File: src/rtl/core/fnas_pkg.sv
`timescale 1ns / 1ps
// Shared constants, types and a helper function for the four-neighbour average stencil.
package fnas_pkg;

   localparam int PIXEL_W        = 16;
   localparam int ROW_W          = 16;
   localparam int COL_W          = 11;
   localparam int LEN_W          = 12;
   localparam int MAX_ROW_LENGTH = 2048;
   localparam int CSR_INDEX_W    = 1;
   localparam int CSR_DATA_W     = 16;

   localparam logic [CSR_INDEX_W-1:0] REG_ROW_LENGTH = 1'd0;
   localparam logic [CSR_INDEX_W-1:0] REG_ROW_COUNT  = 1'd1;

   localparam logic [LEN_W-1:0] ROW_LENGTH_RESET = 12'd1082;
   localparam logic [ROW_W-1:0] ROW_COUNT_RESET  = 16'd1922;
   localparam logic [LEN_W-1:0] MIN_LENGTH       = 12'd3;
   localparam logic [LEN_W-1:0] MAX_LENGTH       = LEN_W'(MAX_ROW_LENGTH);
   localparam logic [ROW_W-1:0] MIN_COUNT        = 16'd3;

   // One line memory entry: the pixel two rows up and the pixel one row up.
   typedef struct packed {
      logic [PIXEL_W-1:0] upper;
      logic [PIXEL_W-1:0] centre;
   } line_word_type;

   // Position of the pixel on the input channel, and what the datapath needs from it.
   typedef struct packed {
      logic [ROW_W-1:0] row;
      logic [COL_W-1:0] col;
      logic [COL_W-1:0] col_next;
      logic [COL_W-1:0] col_next2;
      logic [COL_W-1:0] fill_col;
      logic [COL_W-1:0] fill_next;
      logic             interior;
      logic             last;
   } pos_type;

   typedef struct packed {
      logic [PIXEL_W-1:0] average;
      logic [ROW_W-1:0]   row_index;
      logic [COL_W-1:0]   column_index;
      logic               frame_last;
   } result_type;

   // Column that follows col in a row of the given width.
   function automatic logic [COL_W-1:0] next_column(input logic [COL_W-1:0] col,
                                                    input logic [LEN_W-1:0] width);
      logic [LEN_W-1:0] inc;
      inc = {1'b0, col} + LEN_W'(1);
      if (inc >= width) begin
         next_column = '0;
      end else begin
         next_column = inc[COL_W-1:0];
      end
   endfunction

endpackage

File: src/rtl/core/fnas_position.sv
`timescale 1ns / 1ps
// Frame registers and raster position counters with look-ahead column addresses.
module fnas_position (
   input  logic                                  clock,
   input  logic                                  reset,
   input  logic                                  advance,
   input  logic                                  rewind,
   input  logic                                  frame_start,
   input  logic                                  csr_write,
   input  logic [fnas_pkg::CSR_INDEX_W-1:0]      csr_index,
   input  logic [fnas_pkg::CSR_DATA_W-1:0]       csr_data,
   output fnas_pkg::pos_type                     pos
);

   logic [fnas_pkg::LEN_W-1:0] row_length_ff;
   logic [fnas_pkg::ROW_W-1:0] row_count_ff;
   logic [fnas_pkg::ROW_W-1:0] row_ff, row_in;
   logic [fnas_pkg::COL_W-1:0] col_ff, col_in;

   logic [fnas_pkg::LEN_W-1:0] eff_w;
   logic [fnas_pkg::ROW_W-1:0] eff_h;
   logic [fnas_pkg::ROW_W-1:0] r;
   logic [fnas_pkg::COL_W-1:0] c;
   logic [fnas_pkg::LEN_W-1:0] c_ext;
   logic [fnas_pkg::ROW_W:0]   r_inc;

   always_comb begin
      if (row_length_ff < fnas_pkg::MIN_LENGTH) begin
         eff_w = fnas_pkg::MIN_LENGTH;
      end else if (row_length_ff > fnas_pkg::MAX_LENGTH) begin
         eff_w = fnas_pkg::MAX_LENGTH;
      end else begin
         eff_w = row_length_ff;
      end
      eff_h = (row_count_ff < fnas_pkg::MIN_COUNT) ? fnas_pkg::MIN_COUNT : row_count_ff;
   end

   assign r     = frame_start ? '0 : row_ff;
   assign c     = frame_start ? '0 : col_ff;
   assign c_ext = {1'b0, c};
   assign r_inc = {1'b0, r} + (fnas_pkg::ROW_W+1)'(1);

   always_comb begin
      pos.row       = r;
      pos.col       = c;
      pos.col_next  = fnas_pkg::next_column(c, eff_w);
      pos.col_next2 = fnas_pkg::next_column(pos.col_next, eff_w);
      pos.fill_col  = col_ff;
      pos.fill_next = fnas_pkg::next_column(col_ff, eff_w);
      pos.interior  = (r >= fnas_pkg::ROW_W'(2)) && (r < eff_h) && (c != '0)
                      && ((c_ext + fnas_pkg::LEN_W'(2)) <= eff_w);
      pos.last      = (r == (eff_h - fnas_pkg::ROW_W'(1)))
                      && (c_ext == (eff_w - fnas_pkg::LEN_W'(2)));
   end

   // Wrap the column at the row end and the row at the frame end.
   always_comb begin
      if ((c_ext + fnas_pkg::LEN_W'(1)) >= eff_w) begin
         col_in = '0;
         row_in = (r_inc >= {1'b0, eff_h}) ? '0 : r_inc[fnas_pkg::ROW_W-1:0];
      end else begin
         col_in = pos.col_next;
         row_in = r;
      end
   end

   always_ff @(posedge clock) begin
      if (reset) begin
         row_length_ff <= fnas_pkg::ROW_LENGTH_RESET;
         row_count_ff  <= fnas_pkg::ROW_COUNT_RESET;
         row_ff        <= '0;
         col_ff        <= '0;
      end else begin
         if (csr_write) begin
            case (csr_index)
               fnas_pkg::REG_ROW_LENGTH: row_length_ff <= csr_data[fnas_pkg::LEN_W-1:0];
               fnas_pkg::REG_ROW_COUNT:  row_count_ff  <= csr_data[fnas_pkg::ROW_W-1:0];
               default: ;
            endcase
         end
         if (rewind) begin
            row_ff <= '0;
            col_ff <= '0;
         end else if (advance) begin
            row_ff <= row_in;
            col_ff <= col_in;
         end
      end
   end

endmodule

File: config.mk
export PLATFORM = sky130hd
export DESIGN_NAME = fnas_position
export DESIGN_NICKNAME = d
export VERILOG_FILES = /design/src/rtl/core/fnas_pkg.sv /design/src/rtl/core/fnas_position.sv
export SDC_FILE = /design/constraint.sdc
export NUM_CORES = 1
export LEC_CHECK = 0
export BUFFER_PORTS_ARGS = -buffer_cell sky130_fd_sc_hd__buf_2
export CELL_PAD_IN_SITES_DETAIL_PLACEMENT = 1
export CELL_PAD_IN_SITES_GLOBAL_PLACEMENT = 1
export CORE_AREA = 2 2 158 114
export CTS_CLUSTER_SIZE = 20
export DETAILED_ROUTE_END_ITERATION = 8
export DIE_AREA = 0 0 160 116
export GPL_ROUTABILITY_DRIVEN = 0
export PLACE_DENSITY_LB_ADDON = 0.1
export SYNTH_ARGS = -nofsm -noshare
export SYNTH_HDL_FRONTEND = slang
export SYNTH_SLANG_ARGS = --single-unit
File: constraint.sdc
create_clock -name clock -period 6.9 [get_ports clock]
set_input_delay 0.69 -clock clock [delete_from_list [all_inputs] [get_ports clock]]
set_output_delay 0.69 -clock clock [all_outputs]
set_load 0.05 [all_outputs]
Word level (Yosys, flattened, before mapping)
Index checks and enable logic that the tools add are counted.

operators by class
  add/sub/neg operators = 7
  magnitude comparators = 10
  equal/unequal tests = 2
  mux-type cells = 11
  bitwise operators = 1
  reductions and logical operators = 8

operators by type and width
  cell                   count
  $mux 16                4
  $mux 11                5
  $add 11x1->12 const B  3
  $ge 12x12->1           3
  $mux 12                2
  $add 16x1->17 const B  1
  $ge 17x16->1           1
  $eq 16x16->1           1
  $ge 16x2->1 const B    1
  $lt 16x16->1           1
  $lt 16x2->1 const B    1
  $sub 16x1->16 const B  1
  $add 11x2->12 const B  1
  $eq 11x12->1           1
  $gt 12x12->1 const B   1
  $le 12x12->1           1
  $lt 12x2->1 const B    1
  $sub 12x2->12 const B  1
  $reduce_bool 11->1     1
  $logic_and 1x1->1      4
  $reduce_and 2->1       2
  $reduce_or 2->1        1
  $not 1->1              1

storage, ports and cells
  bits in registers = 55
  input port bits = 23
  output and inout port bits = 73
  word-level logic and storage cells = 43

Depth between registers and ports, before layout
  word-level depth = 8
  depth in mapped cells = 33
  gate-level depth less buffers = 25

Worst setup path after synthesis
OpenSTA, ideal clock, no wires.

  path kind = in2out
  start point = in frame_start
  end point = out pos[27] in the netlist's numbering
  arrival = 8.762 ns
  required time = 6.210 ns
  slack = -2.552 ns
  stages on the path = 33
  path buffers = 8
  path through = buf_4 -> buf_6 -> buf_6 -> buf_2 -> buf_1 -> nor2b_1 -> ha_1 -> nand3_2 -> nor4_4 -> and3_1 -> xnor2_1 -> inv_1 -> ha_1 -> a21o_1 -> a21o_1 -> a21oi_1 -> o211ai_1 -> clkbuf_1 -> clkbuf_1 -> nor2_1 -> ha_1 -> and3_1 -> nand2_1 -> nor2_1 -> xnor2_1 -> nor2_1 -> ha_1 -> a2111oi_0 -> nand2_1 -> a31oi_1 -> o21ai_0 -> clkbuf_1 -> nor3_1

RTL lines
  item             RTL line             text
  start, declared  fnas_position.sv:8   input logic frame_start,
  end, declared    fnas_position.sv:12  output fnas_pkg::pos_type pos

==> qor.csv <==
metric,value,unit
Synth cell types,82,
relative slew slack,27.90,%
post-route ant nets,0,
Final Skew,0.007662,ns
Worst Tran Pin Value,1.077,ns
logic gate share of total power,25.9,%
post-synth top area cell,ha_1,
non-filler instance count after layout,1180,
Multi-input gate area,5299,um^2
synthesis-to-finish area growth,16.82,%
fin util,45.21,%
max-slew violations,0,
cell internal pwr,0.5408,mW
num ports,96,
DRT Pass-1 Iters,5,
die area,18560,um^2
Mapped Cells,876,
vias post-DR,6872,
hold violation total from the final report,0,
#FFs+latches synth,55,
synth cell count leaders,"nand2_1 (95), ha_1 (89), nor2_1 (81), a21oi_1 (66), dfxtp_1 (55)",
final wirelength,24990,um
worst vdd ir,99.25,uV
status,"complete, no violations",
clock power share,32.1,%
Syn Area/Cell,7.474,um^2
Syn. warnings,0,
fill count,2165,
initial antenna violation count,1,
Setup Viol. Count Final,0,
core area,16920,um^2
first-pass GRT wire length,38900,um
Iter 0 DRT Violations,557,
Tot GR Track Use,26.61,%
Max Clk Rate,149.4,MHz
Leakage,3.497,nW
grt total ovfl,0,
Sequential Power Share,42.0,%
"Top FF cell, synth",dfxtp_1,
fraction of layout cells with a size suffix above 1,20.13,%
worst skew pair latency,0.30,ns
CTS tree,built,
Netlist Area Pre-Place,6548,um^2
Crit. End Element,output pin,
total power draw,0.8262,mW
switching part of the total,34.55,%
Routed WL per cell,21.18,um
Worst-path clk slew,0.08,ns
max-capacitance violation count,0,
die width,160,um
Post-synth EDFFs,0,
Post-synth ARST share,0,%
Sink Count,55,
buffers added on ports,95,
Placed Cells incl. Taps,1170,
hpwl dp,20090,um
Layout Nets,1060,
Via density,5.824,
Initial Util,38.71,%
num rows,40,
# DRC,0,
TritonCTS Buffers,5,
Worst Setup Path Type,input port to output pin,
clk root buf,clkbuf_16,
startpoint types,input port,
worst hold slack,0.4988,ns
hold crit path type,register to register,
largest net degree at the start of global routing,39,
"Data required, critical path",6.21,ns
most common cell in the netlist,nand2_1,
ranking of synthesized cells by area,"ha_1 (17%), dfxtp_1 (17%), xnor2_1 (6.4%)",
H-tree depth,2,
min Tclk post-route,6.694,ns
Net Sw Power,0.2855,mW
die height,116,um
power density over the cells,108.0,nW/um^2
sequential cell area fraction in the yosys report,16.82,%
period utilization,97.02,%
arrival time of the worst setup path,6.00,ns
clock buffer depth,2,
share of Yosys cell area claimed by the top area cell type,17.01,%
crit-path max FO,6,
Mapped Nets,988,
antenna cell count,0,
Sequential Area,1101,um^2
vias in the first global route,6873,
==> power by group through the flow <==
stage / sequential [mW] / combinational, mW / clock (mW)
final: 0.347 / 0.214 / 0.265
after global routing: 0.349 / 0.236 / 0.283
after CTS: 0.346 / 0.212 / 0.270
after floorplan: 0.347 / 0.153 / 0
after global placement: 0.353 / 0.201 / 0
after detailed placement: 0.354 / 0.210 / 0
==> path summary, 6_finish.rpt <==
path	end	from	cells after the start	slack [ns]
min	row_length_ff[0]	row_length_ff[0]	2	0.50
max	pos[30]	frame_start	27	0.21
max reg2reg	row_ff[11]	row_length_ff[3]	14	2.28
min reg2reg	row_length_ff[0]	row_length_ff[0]	2	0.50
==> cell type report <==
cell class / count / area share, %
multi-input cells: 728 / 69.28
flip-flops and latches: 55 / 14.40
well taps: 231 / 3.779
repair buffers: 119 / 8.735
clock inverters: 3 / 0.2617
clock buffers: 5 / 1.636
inverters: 39 / 1.914
==> sequential cells by signal, summed over array words and instances, names as in the netlist <==
signal	count
col_ff	11
row_length_ff	12
row_count_ff	16
row_ff	16
==> metal layers <==
layer / share of wire, % / GRT usage, % / vias to the layer above
li1: - / - / 3239
met1: 50 / 39.45 / 3370
met2: 42 / 41.15 / 240
met3: 6.9 / 4.689 / 23
met4: 1.0 / 3.844 / 0
met5: 0 / 0 / -
==> metrics by stage <==
stage          setup TNS (ns)  instance area (um^2)  worst slack (ns)
2_1_floorplan          -3.476                  6834           -0.3593
3_3_place_gp                0                  7461            0.1510
3_5_place_dp          -0.6382                  7461           -0.1218
4_1_cts                     0                  7614            0.1238
5_1_grt               -0.1874                  7649          -0.05035
6_report                    0                  7649            0.2056
==> layout by cell type (no fill, tap or decap), types with 7 or more instances in the layout <==
cell	Yosys	routed
nor2b_1	45	43
buf_4	4	24
dfxtp_1	55	55
mux2i_1	13	13
a21oi_1	66	66
inv_1	37	37
o21ai_0	39	38
a21o_1	14	14
o211ai_1	7	7
nand2_1	95	94
and3_1	10	8
xnor2_1	48	46
nor3_4	0	8
o21a_1	7	7
nand4_1	19	19
xor2_1	16	15
nor4_1	15	15
ha_1	89	85
nor2_1	81	76
nand3b_1	10	10
nor3_1	19	11
nand3_1	22	21
nand2b_1	12	12
buf_2	14	90
==> worst max-delay path, cell delays in order <==
cell and delay [ns]:
buf_2 0.16, nor2b_4 0.22, ha_4 0.21, nand3_4 0.12, nor4_4 0.35, and3_4 0.25, xnor2_2 0.17, inv_1 0.14
ha_1 0.32, a21o_1 0.17, a21o_1 0.15, a21oi_1 0.16, o211ai_1 0.27, nor2_4 0.24, ha_4 0.16, and3_4 0.22
nand2_4 0.07, nor2_4 0.09, xnor2_2 0.09, nor2_1 0.14, ha_2 0.29, o21a_1 0.11, o21a_1 0.17, o211ai_1 0.36
o21ai_2 0.25, nor3_4 0.16, clkbuf_4 0.25
==> timing repair <==
action	4_1_cts	5_1_grt
cloned	0	1
buffers inserted	0	1
hold buffers	0	0
resized for setup	1	6
pin swaps	0	2
endpoints found under the setup margin	11	11
==> cell families (layout without fill, tap and decap cells) <==
| group | count (synthesis) | count (layout) | share of synthesized area [%] |
|---|---|---|---|
| buffers and inverters | 94 | 166 | 6.115 |
| xor gates and xnor gates | 67 | 67 | 9.402 |
| DFF | 55 | 55 | 16.82 |
| and+or+nand+nor | 370 | 370 | 30.31 |
| AOI/OAI and AO/OA | 185 | 186 | 17.85 |
| adders and majority gates | 89 | 89 | 17.01 |
| muxes | 16 | 16 | 2.503 |
Power figures use the tool's default switching activity.
