==> config.mk <==
export PLATFORM = sky130hd
export DESIGN_NAME = fnas_out_buffer
export DESIGN_NICKNAME = d
export VERILOG_FILES = /design/src/rtl/core/fnas_pkg.sv /design/src/rtl/core/fnas_out_buffer.sv
export SDC_FILE = /design/constraint.sdc
export NUM_CORES = 1
export LEC_CHECK = 0
export ABC_AREA = 1
export BUFFER_PORTS_ARGS = -buffer_cell sky130_fd_sc_hd__buf_2
export CORE_MARGIN = 5
export CORE_UTILIZATION = 32
export DETAILED_ROUTE_END_ITERATION = 8
export PLACE_DENSITY = 0.53
export SLEW_MARGIN = 20
export SYNTH_ARGS = -nofsm -noshare
export SYNTH_HDL_FRONTEND = slang
export SYNTH_SLANG_ARGS = --single-unit
==> constraint.sdc <==
create_clock -name clock -period 4.4 [get_ports clock]
set_clock_uncertainty 0.2 [all_clocks]
set_input_delay 0.44 -clock clock [delete_from_list [all_inputs] [get_ports clock]]
set_output_delay 0.44 -clock clock [all_outputs]
set_load 0.01 [all_outputs]
==> src/rtl/core/fnas_pkg.sv <==
`timescale 1ns / 1ps
// Shared constants, types and a helper function for the four-neighbour average stencil.
package fnas_pkg;

   localparam int PIXEL_W        = 16;
   localparam int ROW_W          = 16;
   localparam int COL_W          = 11;
   localparam int LEN_W          = 12;
   localparam int MAX_ROW_LENGTH = 2048;
   localparam int CSR_INDEX_W    = 1;
   localparam int CSR_DATA_W     = 16;

   localparam logic [CSR_INDEX_W-1:0] REG_ROW_LENGTH = 1'd0;
   localparam logic [CSR_INDEX_W-1:0] REG_ROW_COUNT  = 1'd1;

   localparam logic [LEN_W-1:0] ROW_LENGTH_RESET = 12'd1082;
   localparam logic [ROW_W-1:0] ROW_COUNT_RESET  = 16'd1922;
   localparam logic [LEN_W-1:0] MIN_LENGTH       = 12'd3;
   localparam logic [LEN_W-1:0] MAX_LENGTH       = LEN_W'(MAX_ROW_LENGTH);
   localparam logic [ROW_W-1:0] MIN_COUNT        = 16'd3;

   // One line memory entry: the pixel two rows up and the pixel one row up.
   typedef struct packed {
      logic [PIXEL_W-1:0] upper;
      logic [PIXEL_W-1:0] centre;
   } line_word_type;

   // Position of the pixel on the input channel, and what the datapath needs from it.
   typedef struct packed {
      logic [ROW_W-1:0] row;
      logic [COL_W-1:0] col;
      logic [COL_W-1:0] col_next;
      logic [COL_W-1:0] col_next2;
      logic [COL_W-1:0] fill_col;
      logic [COL_W-1:0] fill_next;
      logic             interior;
      logic             last;
   } pos_type;

   typedef struct packed {
      logic [PIXEL_W-1:0] average;
      logic [ROW_W-1:0]   row_index;
      logic [COL_W-1:0]   column_index;
      logic               frame_last;
   } result_type;

   // Column that follows col in a row of the given width.
   function automatic logic [COL_W-1:0] next_column(input logic [COL_W-1:0] col,
                                                    input logic [LEN_W-1:0] width);
      logic [LEN_W-1:0] inc;
      inc = {1'b0, col} + LEN_W'(1);
      if (inc >= width) begin
         next_column = '0;
      end else begin
         next_column = inc[COL_W-1:0];
      end
   endfunction

endpackage

==> src/rtl/core/fnas_out_buffer.sv <==
`timescale 1ns / 1ps
// Output register with a skid entry between the stencil datapath and the result channel.
module fnas_out_buffer (
   input  logic                 clock,
   input  logic                 reset,
   input  logic                 push,
   input  fnas_pkg::result_type push_data,
   input  logic                 rsp_stall,
   output logic                 full,
   output logic                 rsp_valid,
   output fnas_pkg::result_type rsp_data
);

   logic                 out_vld_ff, out_vld_in;
   logic                 skid_vld_ff, skid_vld_in;
   fnas_pkg::result_type out_ff, out_in;
   fnas_pkg::result_type skid_ff, skid_in;
   logic                 pop;

   assign pop = out_vld_ff && !rsp_stall;

   always_comb begin
      out_vld_in  = out_vld_ff;
      skid_vld_in = skid_vld_ff;
      out_in      = out_ff;
      skid_in     = skid_ff;
      if (pop || !out_vld_ff) begin
         // Output slot frees up: drain the skid entry first, else take the new transfer.
         if (skid_vld_ff) begin
            out_in      = skid_ff;
            out_vld_in  = 1'b1;
            skid_vld_in = 1'b0;
         end else begin
            out_in     = push_data;
            out_vld_in = push;
         end
      end else if (push) begin
         skid_in     = push_data;
         skid_vld_in = 1'b1;
      end
   end

   always_ff @(posedge clock) begin
      if (reset) begin
         out_vld_ff  <= 1'b0;
         skid_vld_ff <= 1'b0;
      end else begin
         out_vld_ff  <= out_vld_in;
         skid_vld_ff <= skid_vld_in;
      end
      out_ff  <= out_in;
      skid_ff <= skid_in;
   end

   assign full      = skid_vld_ff;
   assign rsp_valid = out_vld_ff;
   assign rsp_data  = out_ff;

endmodule

# After elaboration in Yosys (flattened, before gate mapping)
# Cells that the tools add are included.
# totals
mem_bits_ro	0
inputBits	48
n_memories	0
ram_bits	0
latchBits	0
reg_bits	90
wordCells	19
# op_classes
n_eq_ne	0
add_sub_neg	0
order_cmp	0
reduce_logical	6
shifts	0
n_bitwise	1
n_mul	0
n_mux	2
div_mod_pow	0
# op_table
operator	n
$mux 44	1
$logic_not 1->1	2
$reduce_and 2->1	1
$reduce_or 2->1	1
$logic_and 1x1->1	1
$logic_or 1x1->1	1
$mux 1	1
$not 1->1	1

# Depth between registers and ports, before layout
# Gate-level depths: netlist of run 1.
# depth
ltp_word	5
mapped_depth	4
mapped_depth_nobuf	3

# Least setup slack after synthesis of run 1
# Ideal clock, no wire load.
# synth_timing
path_kind	in2reg
start	in rsp_stall
end	reg skid_ff[0] in the netlist's numbering, enable pin
setup_slack_ns	0.348
arrival_ns	3.406
stages	2
path_buffers	0
setup_time_ns	0.445
cell_sequence	nand2_1 > nor2_1
# synth_between
elab_chain_len	5
# synth_lines
item	line	text
start, declared	fnas_out_buffer.sv:8	input logic rsp_stall,
$logic_not 1->1	fnas_out_buffer.sv:20	assign pop = out_vld_ff && !rsp_stall;
$logic_and 1x1->1	fnas_out_buffer.sv:20	
$logic_or 1x1->1	fnas_out_buffer.sv:27	if (pop || !out_vld_ff) begin
$not 1->1 (no source line)	-	
$reduce_and 2->1 (no source line)	-	
end signal, assigned	fnas_out_buffer.sv:52	skid_ff <= skid_in;
end, declared	fnas_out_buffer.sv:17	fnas_pkg::result_type skid_ff, skid_in;
# No other way between the ends.
# A chain may end at the register's enable or synchronous reset.

# Final worst setup path of run 1
# layout_timing
start	reg out_vld_ff (netlist: rsp_valid)
end	reg skid_ff[26] in the netlist's numbering, enable pin
# layout_between
elab_chain_len	4
word_cells_on_any_way	5
# layout_lines
item	line	text
start, declared	fnas_out_buffer.sv:14	logic out_vld_ff, out_vld_in;
start signal, assigned	fnas_out_buffer.sv:48	out_vld_ff <= out_vld_in;
$logic_and 1x1->1 or $logic_not 1->1 (tied branches)	fnas_out_buffer.sv:20, fnas_out_buffer.sv:27	
$logic_or 1x1->1 (*)	fnas_out_buffer.sv:27	
$not 1->1 (no source line) (*)	-	
$reduce_and 2->1 (no source line) (*)	-	
# Mark *: on every way between the ends. The rest lies on a longest branch, timed or not.

==> results_dict.tcl, run 1 <==
set metrics [dict create \
    finalSetupTns_ns 0 \
    ir_worst_vdd_v 0.000130 \
    num_vias 1951 \
    startpoint_type "register" \
    post_drt_wl_per_cell_um 12.5 \
    hold_viol 0 \
    worst_pin_slew_ns 0.577 \
    setup_viol 0 \
    rsz0062_at_grt "no" \
    hp-class "in2reg" \
    diodes 0 \
    finalCriticalPeriod_ns 1.92 \
    nets 386 \
    die_h_um 113 \
    cts_resized 0 \
    cts_tree "yes" \
    die_area_um2 12700 \
    antenna_found_initial 0 \
    startpoint "rsp_valid" \
    cts_buffer_depth 2 \
    timing.fmax_ghz 0.521 \
    slew_violations 0 \
    clk_pin_slew_worst_paths_ns 0.09 \
    yosysWarnings 0 \
    cts_num_sinks 90 \
    syn_inst 241 \
    cp.required_ns 4.18 \
    h-tree-depth 3 \
    drt-total-wl_um 5980 \
    maxCapViolCount 0 \
    chipWidth_um 113 \
    cts_buffers 9 \
    ios 94 \
    drt-vias-per-instance 4.07 \
    slew_headroom_pct 61.5 \
    final_area_um2 4110 \
    crit_buf_inv 1 \
    ant_nets 0 \
    place_area_um2 3940 \
    grt_usage_pct 9.59 \
    drive_above_1_share_pct 32.9 \
    fillers 1024 \
    end_kind "register" \
    critPathKind "reg2reg" \
    port-buffer-count 93 \
    drc 0 \
    hpwl_um 4070 \
    syn_area_per_cell_um2 14.0 \
    synth.net_count 289 \
    drt_iter0_drc 72 \
    critPathMaxStageDelay_ns 0.50 \
    syn_to_final_growth_pct 22.0 \
    core-area_um2 10300 \
    grt_pass1_vias 1886 \
    clk_latency_ns 0.34 \
    crit_chain "nand2_2 -> nor2_4 -> buf_4" \
    gp_congestion 0.699 \
    cp_max_fo 44 \
    syn_area_um2 3370 \
    hold_buffers 0 \
    initial_core_util_pct 32.8 \
    cpLargestDelayFamily "buffers and inverters" \
    row_count 37 \
    leakagePower_nw 1.68 \
    drtPass1Iterations 4 \
    cts_setup_buffers 0 \
    status "finished, final reports clean" \
    cpMaxStageDelayCell "buf_4" \
    grt_pass1_wl_um 9450 \
    synth_cell_types 10 \
    grt_overflow 0 \
    regToRegStartpoint "rsp_valid" \
    powerDensity_nw_per_um2 395 \
    hp-start "push_data[6]" \
    fin_crit_sh_pct 43.6 \
    yosysSeqAreaShare_pct 79.7 \
    finalPower_w 0.00162 \
    grt_max_degree 57 \
    fin_util_pct 40.0 \
    synth_seq_cells 90 \
    cp.arrival_ns 1.69 \
    root_buffer "clkbuf_8" \
]
power breakdown:
group | switching [W] | total (W) | internal, W | leakage, nW
sequential | 0.0000138 | 0.00101 | 0.000995 | 0.874
combinational | 0.0000722 | 0.000121 | 0.0000492 | 0.725
clock | 0.000286 | 0.000493 | 0.000207 | 0.0843
total | 0.000372 | 0.00162 | 0.00125 | 1.68
worst reg2reg max path, delay by kind of cell, from the launching register on:
kind | cells | cell delay, ns
AND/OR/NAND/NOR | 2 | 0.46
buffers and inverters | 1 | 0.50
flip-flops | 1 | 0.37
layer usage:
layer / GRT usage (%) / wire (µm)
met1: 12.3 / 2740
met2: 14.6 / 2800
met3: 3.40 / 378
met4: 4.33 / 69
met5: 0 / 0
state kept, by name (all words and copies together), names as in the netlist:
register,count
full,1
skid_ff,44
rsp_valid,1
rsp_data,44
final cells by class:
cell class / instances / area, µm² / share of cell area, %
multi-input cells: 95 / 424 / 10.3
clock inverters: 6 / 42.5 / 1.04
flip-flops and latches: 90 / 2680 / 65.3
well taps: 136 / 170 / 4.14
clock buffers: 10 / 128 / 3.11
inverters: 46 / 173 / 4.20
repair buffers: 96 / 488 / 11.9
synth_stat cells, drive strengths merged:
library cell,n,share of area [%]
nor2,3,0.33
dfxtp,2,1.2
buf,10,2.9
edfxtp,88,78
o21ai,45,6.7
inv,46,5.1
nand3,1,0.15
nand2,46,5.1
cells in the final DEF (no fill, tap or decap), types with 2 or more instances in the layout:
cell       n
o21ai_0   41
nand2_1   45
buf_4      3
o21ai_1    4
buf_2     93
clkinv_4   2
edfxtp_1  88
nor2_1     2
clkbuf_8   9
inv_1     46
final timing paths:
kind                 end  slack (ns)  cells past startpoint
max          skid_ff[26]        2.48                      3
max reg2reg  skid_ff[26]        2.48                      3
min           skid_ff[6]        0.08                      1
min reg2reg         full        0.30                      2
stage by stage:
stage          hold slack (ns)  instances  worst slack, ns
2_1_floorplan            0.300        241            0.348
3_3_place_gp             0.291        463             2.29
3_5_place_dp             0.301        463             2.25
4_1_cts                 0.0502        479             2.42
5_1_grt                 0.0469        479             2.30
6_report                0.0805        479             2.48
kinds of logic (layout without fill, tap and decap cells):
| family | after synthesis | in the layout | share of synthesized area, % |
|---|---|---|---|
| AO/OA/AOI/OAI | 45 | 45 | 6.69 |
| buffers and inverters | 56 | 158 | 8.03 |
| flip-flops | 90 | 90 | 79.7 |
| AND/OR/NAND/NOR | 50 | 50 | 5.61 |
No activity file was read; power rests on OpenSTA's default activity.
==> inputs of run 2 (changes only) <==
--- a/config.mk
+++ b/config.mk
@@ -10,7 +10,7 @@
 export CORE_MARGIN = 5
 export CORE_UTILIZATION = 32
 export DETAILED_ROUTE_END_ITERATION = 8
-export PLACE_DENSITY = 0.53
+export PLACE_DENSITY = 0.55
 export SLEW_MARGIN = 20
 export SYNTH_ARGS = -nofsm -noshare
 export SYNTH_HDL_FRONTEND = slang
==> constraint.sdc (replaced) <==
create_clock -name clock -period 1.63 [get_ports clock]
set_clock_uncertainty 0.2 [all_clocks]
set_input_delay 0.163 -clock clock [delete_from_list [all_inputs] [get_ports clock]]
set_output_delay 0.163 -clock clock [all_outputs]
set_load 0.01 [all_outputs]
==> run 2 against run 1 <==
  * Routed wire length up 6.1%
  * Utilization up 5.7 points
  * First-iteration DRC count up 18%
  * Critical path type is now reg2out
  * Sequential share of layout area down 8.1 points
  * Non-clock buffer count up 50
  * Sequential cell count unchanged
==> results_dict.tcl, run 2 (synthesis results as in run 1) <==
set metrics [dict create \
    die_h_um 113 \
    slew_headroom_pct 82.8 \
    grt_pass1_vias 2166 \
    hold-worst-slack_ns 0.0188 \
    chipWidth_um 113 \
    r2r_cells 3 \
    syn_to_final_growth_pct 39.4 \
    root_buffer "clkbuf_8" \
    nets 436 \
    clk_latency_ns 0.34 \
    cts_resized 0 \
    cts_buffers 9 \
    cpLargestDelayFamily "buffers and inverters" \
    grtUsageMet3_pct 3.72 \
    met2_usage_pct 17.3 \
    cpMaxStageDelayCell "dfxtp_2" \
    timing.fmax_ghz 0.659 \
    dp_cells 466 \
    hp-start "rsp_stall" \
    cp.arrival_ns 1.15 \
    antenna_found_initial 0 \
    cts_tree "yes" \
    grt_usage_pct 10.4 \
    num_vias 2130 \
    status "finished, final reports clean" \
    instances_no_fill 528 \
    slew_violations 0 \
    post_drt_wl_per_cell_um 12.0 \
    drc 0 \
    startpoint_type "register" \
    drt-vias-per-instance 4.03 \
    internal_power_w 0.00375 \
    drtPass1Iterations 4 \
    core-area_um2 10300 \
    mostFrequentLayoutCell "buf_2" \
    finalCriticalPeriod_ns 1.52 \
    drive_above_1_share_pct 29.8 \
    ff2ff_setup_slack_ns 0.25 \
    crit_end "full" \
    crit_buf_inv 2 \
    drt_iter0_drc 85 \
    rsz0062_at_grt "no" \
    critPathKind "reg2out" \
    crit_chain "buf_4 -> buf_2" \
    h-tree-depth 3 \
    hold_viol 0 \
    hp-class "in2reg" \
    gp_congestion 0.705 \
    cts_num_sinks 90 \
    p_sw_w 0.000982 \
    setup_viol 0 \
    maxCapViolCount 0 \
    grt_overflow 0 \
    clk_pin_slew_worst_paths_ns 0.08 \
    row_count 37 \
    hpwl_um 4340 \
    power_frac_clock_pct 33.3 \
    timing.rr.end "rsp_valid" \
    cp_max_fo 31 \
    fin_crit_sh_pct 93.1 \
    seqPwrFrac_pct 57.4 \
    finalSetupTns_ns 0 \
    layout_common_cells "buf_2, edfxtp_1, dlygate4sd3_1" \
    startpoint "full" \
    critPathMaxStageDelay_ns 0.36 \
    busiest_layer "met2" \
    grt_max_degree 61 \
    cp.depth 2 \
    ir_worst_vdd_v 0.000451 \
    worst_pin_slew_ns 0.258 \
    ant_nets 0 \
    leakagePower_nw 1.93 \
    end_kind "primary output" \
    regToRegStartpoint "rsp_valid" \
    initial_core_util_pct 32.8 \
    port-buffer-count 93 \
    ios 94 \
    grtUsageMet1_pct 12.9 \
    cts_buffer_depth 2 \
    grt_pass1_wl_um 10400 \
    diodes 0 \
    cp.required_ns 1.27 \
    p_sw_share_pct 20.8 \
    die_area_um2 12700 \
    powerDensity_nw_per_um2 1010 \
    drt-total-wl_um 6340 \
    combPwrFrac_pct 9.3 \
]
[run 2: area by class of cell]
| class | instances | area [µm²] |
|---|---|---|
| clock inverters | 6 | 82.6 |
| clock buffers | 9 | 124 |
| fillers | 970 | 5580 |
| inverters | 46 | 173 |
| multi-input cells | 95 | 438 |
| flip-flops and latches | 90 | 2690 |
| repair buffers | 146 | 1020 |
| well taps | 136 | 170 |
[run 2: what timing repair did]
item	in CTS	in global routing
buffers inserted	0	0
setup endpoints to repair	0	0
hold buffers	47	0
hold endpoints to repair	89	0
[run 2: worst min-delay path by stage]
stage,to,slack [ns],cells after the start
after floorplan,skid_ff[0],0.06,0
after global placement,skid_ff[4],0.16,1
after detailed placement,skid_ff[1],0.15,1
after CTS,rsp_data[1],0.005,2
after global routing,rsp_data[1],0.01,2
final,rsp_data[1],0.02,2
[run 2: per-stage QoR]
stage	setup slack (ns)	cell area, µm²	utilization, %	total power (W)
floorplan	-0.271	3390	-	0.00293
global placement	0.269	4020	39.1	0.00313
detailed placement	0.252	4020	39.1	0.00313
CTS	0.0699	4690	45.7	0.00481
global route	0.0121	4690	45.7	0.00496
finish	0.112	4690	45.7	0.00473
[run 2: layer usage]
metal	share of wire, %	wire length [µm]	up-vias
li1	-	-	1101
met1	45	2820	961
met2	48	3030	60
met3	6.8	430	8
met4	0.84	53	0
met5	0	0	-
[run 2: power groups by stage]
stage	Clock, W	Combinational [W]	Sequential, W
5_1_grt	0.00174	0.000491	0.00273
3_3_place_gp	0	0.000359	0.00277
2_1_floorplan	0	0.000102	0.00283
6_report	0.00158	0.000438	0.00272
3_5_place_dp	0	0.000364	0.00277
4_1_cts	0.00164	0.000449	0.00272
==> inputs of run 3 (changes only) <==
==> constraint.sdc (replaced) <==
create_clock -name clock -period 1.3 [get_ports clock]
set_clock_uncertainty 0.2 [all_clocks]
set_input_delay 0.13 -clock clock [delete_from_list [all_inputs] [get_ports clock]]
set_output_delay 0.13 -clock clock [all_outputs]
set_load 0.01 [all_outputs]
==> run 3 against run 2 <==
  * The flow now finishes with violations (setup timing)
  * Sequential cell count did not move
  * Via count increased by 1.7%
  * Count of clock-buffer cells in the layout up 1
  * Hold slack improved by 0.093 ns
  * Die area unchanged
  * Non-clock buffer count up 9
  * Utilization is 1.6 points higher
  * Largest power group unchanged
  * Power grew 20%
  * Critical path type is now reg2reg
  * Register-to-register slack worse by 0.27 ns
==> results_dict.tcl, run 3 (synthesis results as in run 1) <==
set metrics [dict create \
    register_area_um2 2690 \
    cpMaxStageDelayCell "dfxtp_4" \
    gp_congestion 0.719 \
    num_vias 2167 \
    slew_violations 0 \
    mostFrequentLayoutCell "buf_2" \
    leakagePower_nw 1.99 \
    ant_nets 0 \
    cp.arrival_ns 1.20 \
    ios 94 \
    ir_worst_vdd_v 0.000501 \
    grt_pass1_wl_um 10700 \
    worst_pin_slew_ns 0.247 \
    drive_above_1_share_pct 31.3 \
    hold_viol 0 \
    drt-vias-per-instance 4.03 \
    h-tree-depth 3 \
    hp-start "rsp_stall" \
    port-buffer-count 93 \
    multi_input_area_um2 438 \
    critPathMaxStageDelay_ns 0.39 \
    cpLargestDelayFamily "flip-flops" \
    violations "setup timing" \
    crit_chain "nand2_8 -> nor2_4 -> buf_12 -> clkbuf_16" \
    row_count 37 \
    clk_pin_slew_worst_paths_ns 0.09 \
    status "finished, violations left" \
    core-area_um2 10300 \
    setup_ws_ns -0.0221 \
    drt-total-wl_um 6840 \
    die_h_um 113 \
    cts_buffers 9 \
    cp_max_fo 11 \
    crit_buf_inv 2 \
    dp_cells 468 \
    slew_headroom_pct 83.5 \
    syn_to_final_growth_pct 44.3 \
    grt_pass1_vias 2119 \
    instances_no_fill 538 \
    die_area_um2 12700 \
    maxCapViolCount 0 \
    drtPass1Iterations 4 \
    chipWidth_um 113 \
    setup_viol 35 \
    finalCriticalPeriod_ns 1.32 \
    hpwl_um 4310 \
    nets 445 \
    diodes 0 \
    layout_common_cells "buf_2, edfxtp_1, dlygate4sd3_1" \
    powerDensity_nw_per_um2 1170 \
    antenna_found_initial 0 \
    cp.required_ns 1.17 \
    grt_max_degree 43 \
    hold-worst-slack_ns 0.112 \
    critPathKind "reg2reg" \
    post_drt_wl_per_cell_um 12.7 \
    regToRegStartpoint "rsp_valid" \
    end_kind "register" \
    initial_core_util_pct 32.8 \
    drt_iter0_drc 42 \
    clk_latency_ns 0.35 \
    fillers 928 \
    startpoint_type "register" \
    fin_crit_sh_pct 102 \
    timing.fmax_ghz 0.756 \
    cts_buffer_depth 2 \
    cts_tree "yes" \
    grt_usage_pct 10.9 \
    rsz0062_at_grt "yes" \
    root_buffer "clkbuf_8" \
    hp-class "in2reg" \
    drc 0 \
    grt_overflow 0 \
    cts_num_sinks 90 \
    startpoint "rsp_valid" \
]
-- run 3: changes by cell type in the layout (fill, tap and decap cells not counted), moves of 2 or more --
cell	delta
bufinv_16	-2
o21ai_1	+2
clkbuf_16	+3
o21ai_0	-2
buf_12	+2
buf_16	+2
clkinvlp_4	+2
-- run 3: layout make-up --
class / instances / area share [%]
clock buffers: 10 / 2.63
clock inverters: 6 / 0.850
inverters: 46 / 3.55
multi-input cells: 95 / 9.02
flip-flops and latches: 90 / 55.4
well taps: 136 / 3.50
repair buffers: 155 / 25.1
-- run 3: worst paths after layout --
kind	end	slack, ns	cells past startpoint
min	rsp_data[40]	0.11	3
max	skid_ff[42]	-0.02	4
min reg2reg	rsp_data[23]	0.33	2
max reg2reg	skid_ff[42]	-0.02	4
-- run 3: metal layers --
metal | up-vias | share of wire (%) | GRT usage (%) | wire length [µm]
met1 | 955 | 45 | 14.1 | 3080
met2 | 76 | 47 | 16.9 | 3200
li1 | 1124 | - | - | -
met3 | 12 | 6.2 | 2.96 | 425
met5 | - | 0 | 0 | 0
met4 | 0 | 1.9 | 5.05 | 131
-- run 3: stage by stage --
| stage | TNS, ns | util [%] | worst slack (ns) | total power (W) | cell area [µm²] |
|---|---|---|---|---|---|
| 4_1_cts | -0.709 | 46.2 | -0.0363 | 0.00572 | 4750 |
| 2_1_floorplan | -26.44 | - | -0.601 | 0.00367 | 3390 |
| 5_1_grt | -1.54 | 47.3 | -0.0484 | 0.00594 | 4860 |
| 3_3_place_gp | 0 | 39.3 | 0.00765 | 0.00393 | 4040 |
| 3_5_place_dp | -0.364 | 39.3 | -0.0165 | 0.00393 | 4040 |
| 6_report | -0.407 | 47.3 | -0.0221 | 0.00566 | 4860 |
-- run 3: worst reg2reg max path: stages, from the launching register on --
cell and delay, ns:
dfxtp_4 0.39, nand2_8 0.06, nor2_4 0.10, buf_12 0.13, clkbuf_16 0.16
-- run 3: what timing repair did --
action | CTS | global route
gates cloned | 1 | 3
setup endpoints to repair | 37 | 61
hold buffers | 47 | 0
gates resized for setup | 3 | 5
setup buffers | 2 | 1
pin swaps | 0 | 1
endpoints found under the hold margin | 90 | 0
-- run 3: power by group --
group | switching [W] | internal (W) | leakage [nW] | total (W)
Combinational | 0.000287 | 0.000306 | 1.03 | 0.000593
Sequential | 0.0000432 | 0.00336 | 0.875 | 0.00341
Clock | 0.000964 | 0.000695 | 0.0803 | 0.00166
